==> config.mk <==
export PLATFORM = sky130hd
export DESIGN_NAME = touch_pen_calibrate_event_top
export DESIGN_NICKNAME = d
export VERILOG_FILES = /design/src/hdl/tpce_pkg.sv /design/src/hdl/tpce_cfg.sv /design/src/hdl/tpce_ctrl.sv /design/src/hdl/tpce_datapath.sv /design/src/hdl/touch_pen_calibrate_event_top.sv
export SDC_FILE = /design/constraint.sdc
export NUM_CORES = 1
export LEC_CHECK = 0
export BUFFER_PORTS_ARGS = -buffer_cell sky130_fd_sc_hd__buf_2
export CORE_ASPECT_RATIO = 0.9
export CORE_MARGIN = 2
export CORE_UTILIZATION = 50
export CTS_CLUSTER_DIAMETER = 150
export CTS_CLUSTER_SIZE = 25
export DETAILED_ROUTE_END_ITERATION = 16
export GPL_TIMING_DRIVEN = 0
export PLACE_DENSITY = 0.7
export SKIP_LAST_GASP = 1
export SLEW_MARGIN = 5
export SYNTH_ARGS = -nofsm -noshare
export SYNTH_HDL_FRONTEND = slang
export SYNTH_HIERARCHICAL = 1
export SYNTH_SLANG_ARGS = --single-unit
==> constraint.sdc <==
create_clock -name clk -period 8.4 [get_ports clk]
set_input_delay 2.52 -clock clk [delete_from_list [all_inputs] [get_ports clk]]
set_output_delay 2.52 -clock clk [all_outputs]
set_load 0.005 [all_outputs]
==> src/hdl/tpce_pkg.sv <==
`default_nettype none
// ----------------------------------------------------------------------------
// Touch pen calibration package
// Shared types and constants for the touch pen calibration and event block.
// ----------------------------------------------------------------------------
package tpce_pkg;

  localparam int RAW_W   = 16;
  localparam int RES_W   = 12;
  localparam int COORD_W = 16;
  localparam int PROD_W  = RAW_W + RES_W;
  localparam int CFG_IDX_W  = 3;
  localparam int CFG_DATA_W = 16;

  // The divider retires two quotient bits per cycle.
  localparam int DIV_STEPS = PROD_W / 2;
  localparam int CNT_W     = 4;

  localparam logic [1:0] EV_DOWN = 2'd0;
  localparam logic [1:0] EV_MOVE = 2'd1;
  localparam logic [1:0] EV_UP   = 2'd2;

  localparam logic AXIS_X = 1'b0;
  localparam logic AXIS_Y = 1'b1;

  localparam logic [CFG_IDX_W-1:0] REG_X_RES = 3'd0;
  localparam logic [CFG_IDX_W-1:0] REG_Y_RES = 3'd1;
  localparam logic [CFG_IDX_W-1:0] REG_X_MIN = 3'd2;
  localparam logic [CFG_IDX_W-1:0] REG_X_MAX = 3'd3;
  localparam logic [CFG_IDX_W-1:0] REG_Y_MIN = 3'd4;
  localparam logic [CFG_IDX_W-1:0] REG_Y_MAX = 3'd5;

  localparam logic [RES_W-1:0] RST_X_RES = 12'd640;
  localparam logic [RES_W-1:0] RST_Y_RES = 12'd240;
  localparam logic [RAW_W-1:0] RST_X_MIN = 16'd335;
  localparam logic [RAW_W-1:0] RST_X_MAX = 16'd3825;
  localparam logic [RAW_W-1:0] RST_Y_MIN = 16'd330;
  localparam logic [RAW_W-1:0] RST_Y_MAX = 16'd3490;

  typedef struct packed {
    logic [RAW_W-1:0] pen_word;
    logic [RAW_W-1:0] raw_x;
    logic [RAW_W-1:0] raw_y;
  } sample_t;

  typedef struct packed {
    logic [1:0]                event_kind;
    logic signed [COORD_W-1:0] screen_x;
    logic signed [COORD_W-1:0] screen_y;
    logic                      pressed;
  } result_t;

  typedef struct packed {
    logic [RES_W-1:0] x_resolution;
    logic [RES_W-1:0] y_resolution;
    logic [RAW_W-1:0] x_raw_min;
    logic [RAW_W-1:0] x_raw_max;
    logic [RAW_W-1:0] y_raw_min;
    logic [RAW_W-1:0] y_raw_max;
  } cfg_t;

  typedef enum logic [2:0] {
    ST_IDLE,
    ST_MUL,
    ST_DIV,
    ST_SAVE,
    ST_EMIT
  } state_t;

  typedef struct packed {
    logic load;
    logic mul;
    logic div_step;
    logic save;
    logic emit;
    logic axis;
  } cmd_t;

  typedef struct packed {
    logic pen;
    logic pen_down;
    logic out_free;
  } sts_t;

endpackage
`default_nettype wire

==> src/hdl/tpce_cfg.sv <==
`default_nettype none
// ----------------------------------------------------------------------------
// Calibration register file
// Holds the six calibration registers, written through a plain write port.
// ----------------------------------------------------------------------------
module tpce_cfg (
  input  wire logic                             clk,
  input  wire logic                             rst,
  input  wire logic                             cfg_we,
  input  wire logic [tpce_pkg::CFG_IDX_W-1:0]   cfg_index,
  input  wire logic [tpce_pkg::CFG_DATA_W-1:0]  cfg_data,
  output tpce_pkg::cfg_t                        cfg
);
  import tpce_pkg::*;

  always_ff @(posedge clk) begin
    if (rst) begin
      cfg.x_resolution <= RST_X_RES;
      cfg.y_resolution <= RST_Y_RES;
      cfg.x_raw_min    <= RST_X_MIN;
      cfg.x_raw_max    <= RST_X_MAX;
      cfg.y_raw_min    <= RST_Y_MIN;
      cfg.y_raw_max    <= RST_Y_MAX;
    end else if (cfg_we) begin
      unique case (cfg_index)
        REG_X_RES: cfg.x_resolution <= cfg_data[RES_W-1:0];
        REG_Y_RES: cfg.y_resolution <= cfg_data[RES_W-1:0];
        REG_X_MIN: cfg.x_raw_min    <= cfg_data[RAW_W-1:0];
        REG_X_MAX: cfg.x_raw_max    <= cfg_data[RAW_W-1:0];
        REG_Y_MIN: cfg.y_raw_min    <= cfg_data[RAW_W-1:0];
        REG_Y_MAX: cfg.y_raw_max    <= cfg_data[RAW_W-1:0];
        default: ;
      endcase
    end
  end

endmodule
`default_nettype wire

==> src/hdl/tpce_ctrl.sv <==
`default_nettype none
// ----------------------------------------------------------------------------
// Calibration controller
// Sequences the multiply, divide and save steps for both axes, then the event, if the pen state calls for one.
// ----------------------------------------------------------------------------
module tpce_ctrl (
  input  wire logic   clk,
  input  wire logic   rst,
  input  wire logic   sample_valid,
  output logic        sample_stall,
  input  wire tpce_pkg::sts_t sts,
  output tpce_pkg::cmd_t cmd
);
  import tpce_pkg::*;

  state_t           state;
  state_t           state_next;
  logic             axis;
  logic [CNT_W-1:0] count;
  logic             emit_needed;

  assign emit_needed = sts.pen || sts.pen_down;

  always_ff @(posedge clk) begin
    if (rst) begin
      state <= ST_IDLE;
      axis  <= AXIS_X;
      count <= '0;
    end else begin
      state <= state_next;
      if (state == ST_IDLE) begin
        axis <= AXIS_X;
      end else if (state == ST_SAVE) begin
        axis <= AXIS_Y;
      end
      if (state == ST_MUL) begin
        count <= '0;
      end else if (state == ST_DIV) begin
        count <= count + CNT_W'(1);
      end
    end
  end

  always_comb begin
    state_next = state;
    unique case (state)
      ST_IDLE: begin
        if (sample_valid) state_next = ST_MUL;
      end
      ST_MUL: begin
        state_next = ST_DIV;
      end
      ST_DIV: begin
        if (count == CNT_W'(DIV_STEPS - 1)) state_next = ST_SAVE;
      end
      ST_SAVE: begin
        state_next = (axis == AXIS_Y) ? ST_EMIT : ST_MUL;
      end
      ST_EMIT: begin
        if (!emit_needed || sts.out_free) state_next = ST_IDLE;
      end
      default: state_next = ST_IDLE;
    endcase
  end

  always_comb begin
    cmd          = '0;
    cmd.axis     = axis;
    sample_stall = 1'b1;
    unique case (state)
      ST_IDLE: begin
        sample_stall = 1'b0;
        cmd.load     = sample_valid;
      end
      ST_MUL:  cmd.mul      = 1'b1;
      ST_DIV:  cmd.div_step = 1'b1;
      ST_SAVE: cmd.save     = 1'b1;
      ST_EMIT: cmd.emit     = emit_needed && sts.out_free;
      default: ;
    endcase
  end

endmodule
`default_nettype wire

==> src/hdl/tpce_datapath.sv <==
`default_nettype none
// ----------------------------------------------------------------------------
// Calibration datapath
// Scales one axis at a time with a multiplier and a shared radix-4 divider,
// tracks the pen state and holds the result register.
// ----------------------------------------------------------------------------
module tpce_datapath (
  input  wire logic        clk,
  input  wire logic        rst,
  input  wire tpce_pkg::sample_t sample,
  input  wire tpce_pkg::cfg_t    cfg,
  input  wire tpce_pkg::cmd_t    cmd,
  output tpce_pkg::sts_t    sts,
  output logic              result_valid,
  input  wire logic         result_stall,
  output tpce_pkg::result_t result
);
  import tpce_pkg::*;

  sample_t             smp;
  logic [PROD_W-1:0]   quo;
  logic [RAW_W-1:0]    rem;
  logic [RAW_W-1:0]    den;
  logic                neg;
  logic                empty;
  logic [COORD_W-1:0]  sx;
  logic [COORD_W-1:0]  sy;
  logic [COORD_W-1:0]  last_x;
  logic [COORD_W-1:0]  last_y;
  logic                pen_down;

  logic [RAW_W-1:0]    raw;
  logic [RAW_W-1:0]    lo;
  logic [RAW_W-1:0]    hi;
  logic [RES_W-1:0]    res;
  logic [RAW_W-1:0]    mag;
  logic [PROD_W-1:0]   prod;

  logic [RAW_W:0]      t1;
  logic [RAW_W:0]      t2;
  logic                ge1;
  logic                ge2;
  logic [RAW_W-1:0]    r1;
  logic [RAW_W-1:0]    r2;
  logic [PROD_W-1:0]   q1;
  logic [PROD_W-1:0]   q2;

  logic [COORD_W-1:0]  sat;
  logic                pen;

  assign pen = |smp.pen_word;

  always_comb begin
    if (cmd.axis == AXIS_X) begin
      raw = smp.raw_x;
      lo  = cfg.x_raw_min;
      hi  = cfg.x_raw_max;
      res = cfg.x_resolution;
    end else begin
      raw = smp.raw_y;
      lo  = cfg.y_raw_min;
      hi  = cfg.y_raw_max;
      res = cfg.y_resolution;
    end
    mag  = (raw >= lo) ? raw - lo : lo - raw;
    prod = PROD_W'(mag) * PROD_W'(res);
  end

  always_comb begin
    t1  = {rem, quo[PROD_W-1]};
    ge1 = t1 >= {1'b0, den};
    r1  = ge1 ? RAW_W'(t1 - {1'b0, den}) : t1[RAW_W-1:0];
    q1  = {quo[PROD_W-2:0], ge1};
    t2  = {r1, q1[PROD_W-1]};
    ge2 = t2 >= {1'b0, den};
    r2  = ge2 ? RAW_W'(t2 - {1'b0, den}) : t2[RAW_W-1:0];
    q2  = {q1[PROD_W-2:0], ge2};
  end

  always_comb begin
    if (empty) begin
      sat = '0;
    end else if (!neg) begin
      sat = (|quo[PROD_W-1:COORD_W-1]) ? {1'b0, {(COORD_W-1){1'b1}}}
                                        : {1'b0, quo[COORD_W-2:0]};
    end else if (quo > PROD_W'(1 << (COORD_W - 1))) begin
      sat = {1'b1, {(COORD_W-1){1'b0}}};
    end else begin
      sat = COORD_W'(-quo[COORD_W-1:0]);
    end
  end

  always_ff @(posedge clk) begin
    if (cmd.load) smp <= sample;
    if (cmd.mul) begin
      quo   <= prod;
      rem   <= '0;
      den   <= hi - lo;
      neg   <= raw < lo;
      empty <= hi <= lo;
    end else if (cmd.div_step) begin
      quo <= q2;
      rem <= r2;
    end
    if (cmd.save) begin
      if (cmd.axis == AXIS_X) begin
        sx <= sat;
      end else begin
        sy <= sat;
      end
    end
    if (cmd.emit) begin
      if (pen) begin
        result.event_kind <= pen_down ? EV_MOVE : EV_DOWN;
        result.screen_x   <= sx;
        result.screen_y   <= sy;
        result.pressed    <= 1'b1;
      end else begin
        result.event_kind <= EV_UP;
        result.screen_x   <= last_x;
        result.screen_y   <= last_y;
        result.pressed    <= 1'b0;
      end
    end
  end

  always_ff @(posedge clk) begin
    if (rst) begin
      pen_down     <= 1'b0;
      result_valid <= 1'b0;
    end else begin
      if (cmd.emit) begin
        pen_down     <= pen;
        result_valid <= 1'b1;
      end else if (!result_stall) begin
        result_valid <= 1'b0;
      end
    end
  end

  always_ff @(posedge clk) begin
    if (rst) begin
      last_x <= '0;
      last_y <= '0;
    end else if (cmd.emit) begin
      last_x <= sx;
      last_y <= sy;
    end
  end

  assign sts.pen      = pen;
  assign sts.pen_down = pen_down;
  assign sts.out_free = !result_valid || !result_stall;

endmodule
`default_nettype wire

==> src/hdl/touch_pen_calibrate_event_top.sv <==
`default_nettype none
// ----------------------------------------------------------------------------
// Touch pen calibration and event block
// Scales raw touch samples to screen coordinates and turns the pen state into
// down, move and up events.
// ----------------------------------------------------------------------------
// A result is registered once both axes have passed the multiply, divide and
// save steps and the emit step; no new sample is taken until then. The shared
// divider retires two quotient bits a cycle and serves X and then Y.
// A stalled result can hold the emit step and so hold off the next sample.
// Reset restores the calibration defaults, clears the pen state and the saved
// coordinates, and empties the output register.
module touch_pen_calibrate_event_top (
  input  wire logic                            clk,
  input  wire logic                            rst,
  input  wire logic                            sample_valid,
  output logic                                 sample_stall,
  input  wire tpce_pkg::sample_t               sample,
  output logic                                 result_valid,
  input  wire logic                            result_stall,
  output tpce_pkg::result_t                    result,
  input  wire logic                            cfg_we,
  input  wire logic [tpce_pkg::CFG_IDX_W-1:0]  cfg_index,
  input  wire logic [tpce_pkg::CFG_DATA_W-1:0] cfg_data
);
  import tpce_pkg::*;

  cfg_t cfg;
  cmd_t cmd;
  sts_t sts;

  tpce_cfg u_cfg (
    .clk       (clk),
    .rst       (rst),
    .cfg_we    (cfg_we),
    .cfg_index (cfg_index),
    .cfg_data  (cfg_data),
    .cfg       (cfg)
  );

  tpce_ctrl u_ctrl (
    .clk          (clk),
    .rst          (rst),
    .sample_valid (sample_valid),
    .sample_stall (sample_stall),
    .sts          (sts),
    .cmd          (cmd)
  );

  tpce_datapath u_datapath (
    .clk          (clk),
    .rst          (rst),
    .sample       (sample),
    .cfg          (cfg),
    .cmd          (cmd),
    .sts          (sts),
    .result_valid (result_valid),
    .result_stall (result_stall),
    .result       (result)
  );

endmodule
`default_nettype wire

# Word level (Yosys, flattened, before mapping)
# Cells that the tools add are included.
[classes]
addsub = 7
n_mul = 1
n_lt_le_gt_ge = 6
eq_ne = 14
muxes = 28
bitwise = 1
reduce_logical = 23
[op_table]
columns = ["cell", "n"]
rows = [
  ["16-bit two-way mux", 9],
  ["16-bit subtractor", 5],
  ["28-bit two-way mux", 2],
  ["17-bit by 16-bit >= comparator with 1-bit output", 2],
  ["33-bit two-way mux", 1],
  ["28-bit by 16-bit > comparator with 1-bit output, second input constant", 1],
  ["16-bit by 12-bit multiplier with 28-bit output", 1],
  ["16-bit >= comparator", 1],
  ["16-bit less-or-equal comparator", 1],
  ["16-bit less-than comparator", 1],
  ["16-bit negation", 1],
  ["2-bit AND reduction", 8],
  ["16-bit OR reduction", 1],
  ["15-bit two-way mux", 1],
  ["3-bit one-hot mux with 5 select lines", 1],
  ["13-bit OR reduction", 1],
  ["3-bit by 2-bit equality test with 1-bit output, second input constant", 4],
  ["12-bit two-way mux", 1],
  ["3-bit two-way mux", 4],
  ["3-bit equality test, second input constant", 3],
  ["1-bit two-way mux", 9],
  ["3-bit by 1-bit equality test with 1-bit output, second input constant", 2],
  ["3-bit zero test", 2],
  ["4-bit by 1-bit adder with 4-bit output, second input constant", 1],
  ["other kinds (10)", 17],
]
[word_totals]
ff_bits = 307
in_bits = 72
out_inout_bits = 37
wordCells = 107

# Logic depth before layout (Yosys ltp)
[depth]
depth_word = 6
depth_mapped = 38
depth_no_buf = 32

# Cells and area by module
# The synthesis kept the hierarchy.
[by_module_without_submodules]
columns = ["mod", "n_inst", "cells_per_inst", "area_per_inst_um2", "seq_area_each_um2"]
rows = [
  ["tpce_datapath", 1, 2043, 19133.4, 5835.6],
  ["tpce_cfg", 1, 323, 3449.6, 1761.7],
  ["tpce_ctrl", 1, 47, 401.6, 160.2],
]

# Worst setup path before layout
# OpenSTA, ideal clock, no wires.
[synth_path]
path_kind = "register to register"
startpoint = "reg u_ctrl.axis"
endpoint = "reg u_datapath.quo[20] (data pin)"
setup_time_ns = 0.260
arrival_time_ns = 8.982
required_time_ns = 8.140
path_slack_ns = -0.842
path_stages_with_launch = 36
path_buffers = 8
synth_period_minus_slack_ns = 9.242
cell_sequence = "dfxtp_1 > buf_4 > buf_2 > buf_1 > clkbuf_1 > buf_1 > mux2i_1 > ha_1 > buf_2 > a21oi_1 > o211ai_1 > a21oi_1 > nand2_2 > mux2i_1 > a221oi_2 > mux2_2 > buf_2 > nand2_1 > fa_1 > fa_1 > inv_1 > fa_1 > fa_1 > inv_1 > fa_1 > inv_1 > ha_1 > and3_1 > clkbuf_1 > nand4_1 > a211oi_1 > or4_1 > a31o_1 > a21oi_1 > xnor2_1 > mux2_2"
[synth_via]
elab_chain_len = 5
elab_cells_between_ends = 9
classes_between = "2 x add/sub; 1 x mul; 1 x order compare; 5 x mux"
[synth_rtl]
columns = ["item", "line_no", "rtl"]
rows = [
  ["start: declaration", "tpce_ctrl.sv:18", "logic axis;"],
  ["start signal: assignment", "tpce_ctrl.sv:27", "axis <= AXIS_X;"],
  ["start signal: assignment", "tpce_ctrl.sv:32", "axis <= AXIS_X;"],
  ["start signal: assignment", "tpce_ctrl.sv:34", "axis <= AXIS_Y;"],
  ["16-bit two-way mux", "tpce_datapath.sv:54", "if (cmd.axis == AXIS_X) begin"],
  ["16-bit subtractor / 16-bit >= comparator (equally long branches)", "tpce_datapath.sv:65", "mag = (raw >= lo) ? raw - lo : lo - raw;"],
  ["16-bit two-way mux", "tpce_datapath.sv:65", ""],
  ["16-bit by 12-bit multiplier with 28-bit output *", "tpce_datapath.sv:66", "prod = PROD_W'(mag) * PROD_W'(res);"],
  ["28-bit two-way mux *", "tpce_datapath.sv:95", "if (cmd.mul) begin"],
  ["end signal: assignment", "tpce_datapath.sv:96", "quo <= prod;"],
  ["end signal: assignment", "tpce_datapath.sv:102", "quo <= q2;"],
  ["end: declaration", "tpce_datapath.sv:21", "logic [PROD_W-1:0] quo;"],
]
# Mark *: on every way between the ends. The rest lies on a longest branch, timed or not.
# A chain may end at the register's enable or synchronous reset.

# Worst setup path in the final report
[layout_path]
startpoint = "reg u_ctrl.axis"
endpoint = "reg u_datapath.quo[22] (data pin)"
# Same word-level chain as after synthesis.

==> results.yml <==
placed_design:
  io_buffer_count: 108
  dpl_cell_area_um2: 24400
  post-dp-hpwl_mm: 46.2
  gp_congestion: 0.950
  post-place-ws_ns: -2.02
critical_path:
  cp_common_cell: "fa_1"
  r2r_slack_ns: 0.19
  end_kind: "flip-flop"
  path_max_fanout: 8
  crit_slowest_cell: "or4_4"
  path_class: "reg -> reg"
  required_ns: 8.68
  reg2reg_depth: 33
  r2r_start: "u_ctrl/axis$_SDFFE_PP0N_"
  path_buf_inv: 9
  cpPeakStageDelay_ns: 0.58
  crit_path_start_kind: "flip-flop"
  r2r_end: "u_datapath/quo[22]$_DFFE_PP_"
  crit_arrival_ns: 8.49
  path_delay_family: "adder cells"
yosys:
  syn-cell-area_um2: 23000
  yosys_most_used_dff: "edfxtp_1"
  synth_area_per_cell_um2: 9.53
  ys_seq_area_share_pct: 33.8
  synth_cells: 2413
  yosys_warnings: 6
  async_flop_share_pct: 0
  synth_edf_count: 161
  ys_ff_latch: 307
  synthDistinctLibCells: 89
  syn_nets: 2778
routing:
  vias: 18100
  drc: 0
  via_per_inst: 5.58
  antenna_left: 0
  totalWireLength_mm: 60.8
  wl_per_cell_um: 18.7
  drtIter0Drc: 1468
  drt-pass1-iter-count: 5
global_routing:
  grt_pass1_wl_mm: 94.5
  antenna_found_initial: 0
  grt_max_degree: 39
  grt_pass1_vias: 17600
  grt_overflow: 0
  grt_usage_pct: 24.8
hold_path:
  whs_path_depth: 2
  hold_class: "reg -> reg"
  hold-path-endpoint: "u_cfg/cfg[13]$_SDFFE_PP0P_"
  min-delay-start: "u_cfg/cfg[13]$_SDFFE_PP0P_"
timing:
  period_minus_slack_ns: 8.21
  clock_skew_ns: 0.0359
  setup_violations: 0
  post-route-period-util_pct: 97.8
  fmax_ghz: 0.122
  maxSlewHeadroom_pct: 33.1
  hold_viol_final: 0
  finalWorstSetupSlack_ns: 0.188
  worstMarginPinSlew_ns: 1.00
  slew_viol_final: 0
floorplanning:
  coreArea_um2: 45400
  die_x_um: 230
  rows: 74
  start_util_pct: 50.7
  die-area_um2: 47700
  die_h_um: 207
  io_pins: 109
clocking:
  numCtsBuffers: 16
  clock_path_buffers: 3
  cts-htree-levels: 1
  clockRootBuffer: "clkbuf_16"
  cts_hold_buf: 0
  cts_tree: "yes"
  clkTransAtPathRegs_ns: 0.10
  clk_latency_ns: 0.54
  cts.sinks: 307
power:
  p_per_area_nw_per_um2: 266
  vdd_drop_max_mv: 0.217
  leakagePower_uw: 0.0116
flow_run:
  cap_violations: 0
finish:
  insertedDiodeCount: 0
  drive_gt1_share_pct: 17.6
  area_growth_pct: 16.5
  nets: 2996
  fin_area_um2: 26800
outcome:
  status: "finished, final reports clean"
[worst max-delay path by stage]
stage	start	to	slack (ns)	depth (start not counted)
after global routing	u_ctrl/axis$_SDFFE_PP0N_	u_datapath/quo[25]$_DFFE_PP_	-0.04	37
after global placement	u_ctrl/axis$_SDFFE_PP0N_	u_datapath/quo[27]$_DFFE_PP_	-1.82	34
after floorplan	u_ctrl/axis$_SDFFE_PP0N_	u_datapath/quo[27]$_DFFE_PP_	0.02	34
after detailed placement	u_ctrl/axis$_SDFFE_PP0N_	u_datapath/quo[27]$_DFFE_PP_	-2.02	34
after CTS	u_ctrl/axis$_SDFFE_PP0N_	u_datapath/quo[27]$_DFFE_PP_	-0.01	35
final	u_ctrl/axis$_SDFFE_PP0N_	u_datapath/quo[22]$_DFFE_PP_	0.19	33
[Yosys cell counts, types with 5 or more instances]
library cell	n	share of area [%]
a311oi_1	12	0.46
nand2b_1	100	2.7
o31ai_1	13	0.42
dfxtp_1	146	13
ha_1	148	8.1
nor2_1	209	3.4
o21a_1	15	0.49
or3_1	20	0.54
buf_2	28	0.61
xor2_1	12	0.46
nand3b_1	5	0.16
clkbuf_1	63	1.0
and2_1	46	1.3
mux2_2	48	2.4
mux2i_1	180	7.8
nor4_1	11	0.30
buf_4	5	0.16
nand4_1	11	0.30
fa_1	145	13
a211o_1	5	0.19
a31oi_1	15	0.41
nand3_1	25	0.54
inv_1	273	4.5
o211ai_1	11	0.36
a21oi_1	92	2.0
and3_1	11	0.30
buf_1	11	0.18
a211oi_1	16	0.52
nor3b_1	8	0.26
xnor2_1	45	1.7
nand2_1	283	4.6
o21ai_1	9	0.20
a21boi_0	6	0.20
edfxtp_1	161	21
o21ai_0	60	1.3
nor3_1	25	0.54
a21o_1	27	0.88
nor2b_1	19	0.52
buf_6	5	0.24
[per-stage QoR]
step	util, %	total power (µW)	hold WS (ns)	setup TNS [ns]	std cells
after global routing	59.0	7660	0.500	-0.142	3249
after detailed placement	53.8	5460	0.467	-24.79	3131
after global placement	53.7	5380	0.457	-21.08	3129
after CTS	57.2	6760	0.482	-0.00994	3210
after floorplan	-	4570	0.443	0	2413
final	59.0	7130	0.485	0	3249
[cell type report]
type | count | area (µm²)
clock inverters | 3 | 37.5
flip-flops and latches | 307 | 7760
multi-input cells | 1719 | 14700
well taps | 608 | 761
clock buffers | 25 | 455
repair buffers | 210 | 1390
fillers | 3871 | 18600
plain buffers | 103 | 698
inverters | 274 | 1030
[flip-flops by register name (all words and copies together), names as in the netlist, 4 cells and up]
signal             flops
u_ctrl/count           4
u_cfg/cfg             88
u_datapath/den        16
u_datapath/last_x     16
u_datapath/sx         16
u_datapath/quo        28
u_datapath/result     35
u_datapath/sy         16
u_datapath/smp        48
u_datapath/rem        16
u_datapath/last_y     16
[placed cells by master (no fill, tap or decap), types with 38 or more instances in the layout]
cell        n
a21oi_1    82
and2_1     44
buf_2     122
buf_4     100
clkbuf_1   56
dfxtp_1   145
edfxtp_1  161
fa_1      137
ha_1      127
inv_1     267
mux2_2     46
mux2i_1   151
nand2_1   282
nand2b_1  100
nor2_1    209
o21ai_0    55
xnor2_1    38
[worst reg2reg max path: cells and delay by family, from the launching register on]
kind / cells / cell delay, ns
buffers and inverters: 9 / 0.99
flip-flops: 1 / 0.37
AND/OR/NAND/NOR: 5 / 1.04
XOR/XNOR: 2 / 0.36
adder cells (fa/ha/maj): 8 / 3.32
AO/OA/AOI/OAI: 6 / 1.19
multiplexers: 3 / 0.71
[layer usage]
metal | vias up | GRT usage [%] | part of all wire [%]
li1 | 8581 | - | -
met1 | 8804 | 34.0 | 43
met2 | 643 | 41.3 | 47
met3 | 107 | 3.27 | 6.2
met4 | 0 | 6.96 | 3.3
met5 | - | 0 | 0
[power by group]
part | leakage, µW | switching [µW] | internal, µW
clock network | 0.000241 | 485 | 400
logic | 0.00863 | 2440 | 1950
registers | 0.00268 | 100 | 1760
[cell families (layout without fill, tap and decap cells)]
kind of cell | Yosys count | count (layout) | synth area share (%)
AOI/OAI and AO/OA | 334 | 334 | 9.56
xor gates and xnor gates | 57 | 57 | 2.17
adders and majority gates | 293 | 293 | 20.7
buffers and inverters | 387 | 615 | 6.72
DFF | 307 | 307 | 33.8
muxes | 232 | 232 | 10.4
and+or+nand+nor | 803 | 803 | 16.7
[what timing repair did]
item,CTS,global route
setup endpoints to repair,20,13
cloned,0,3
pin swaps,37,70
resized for setup,130,102
setup buffers,58,39
Note: power is estimated with default switching activity, not from simulation.
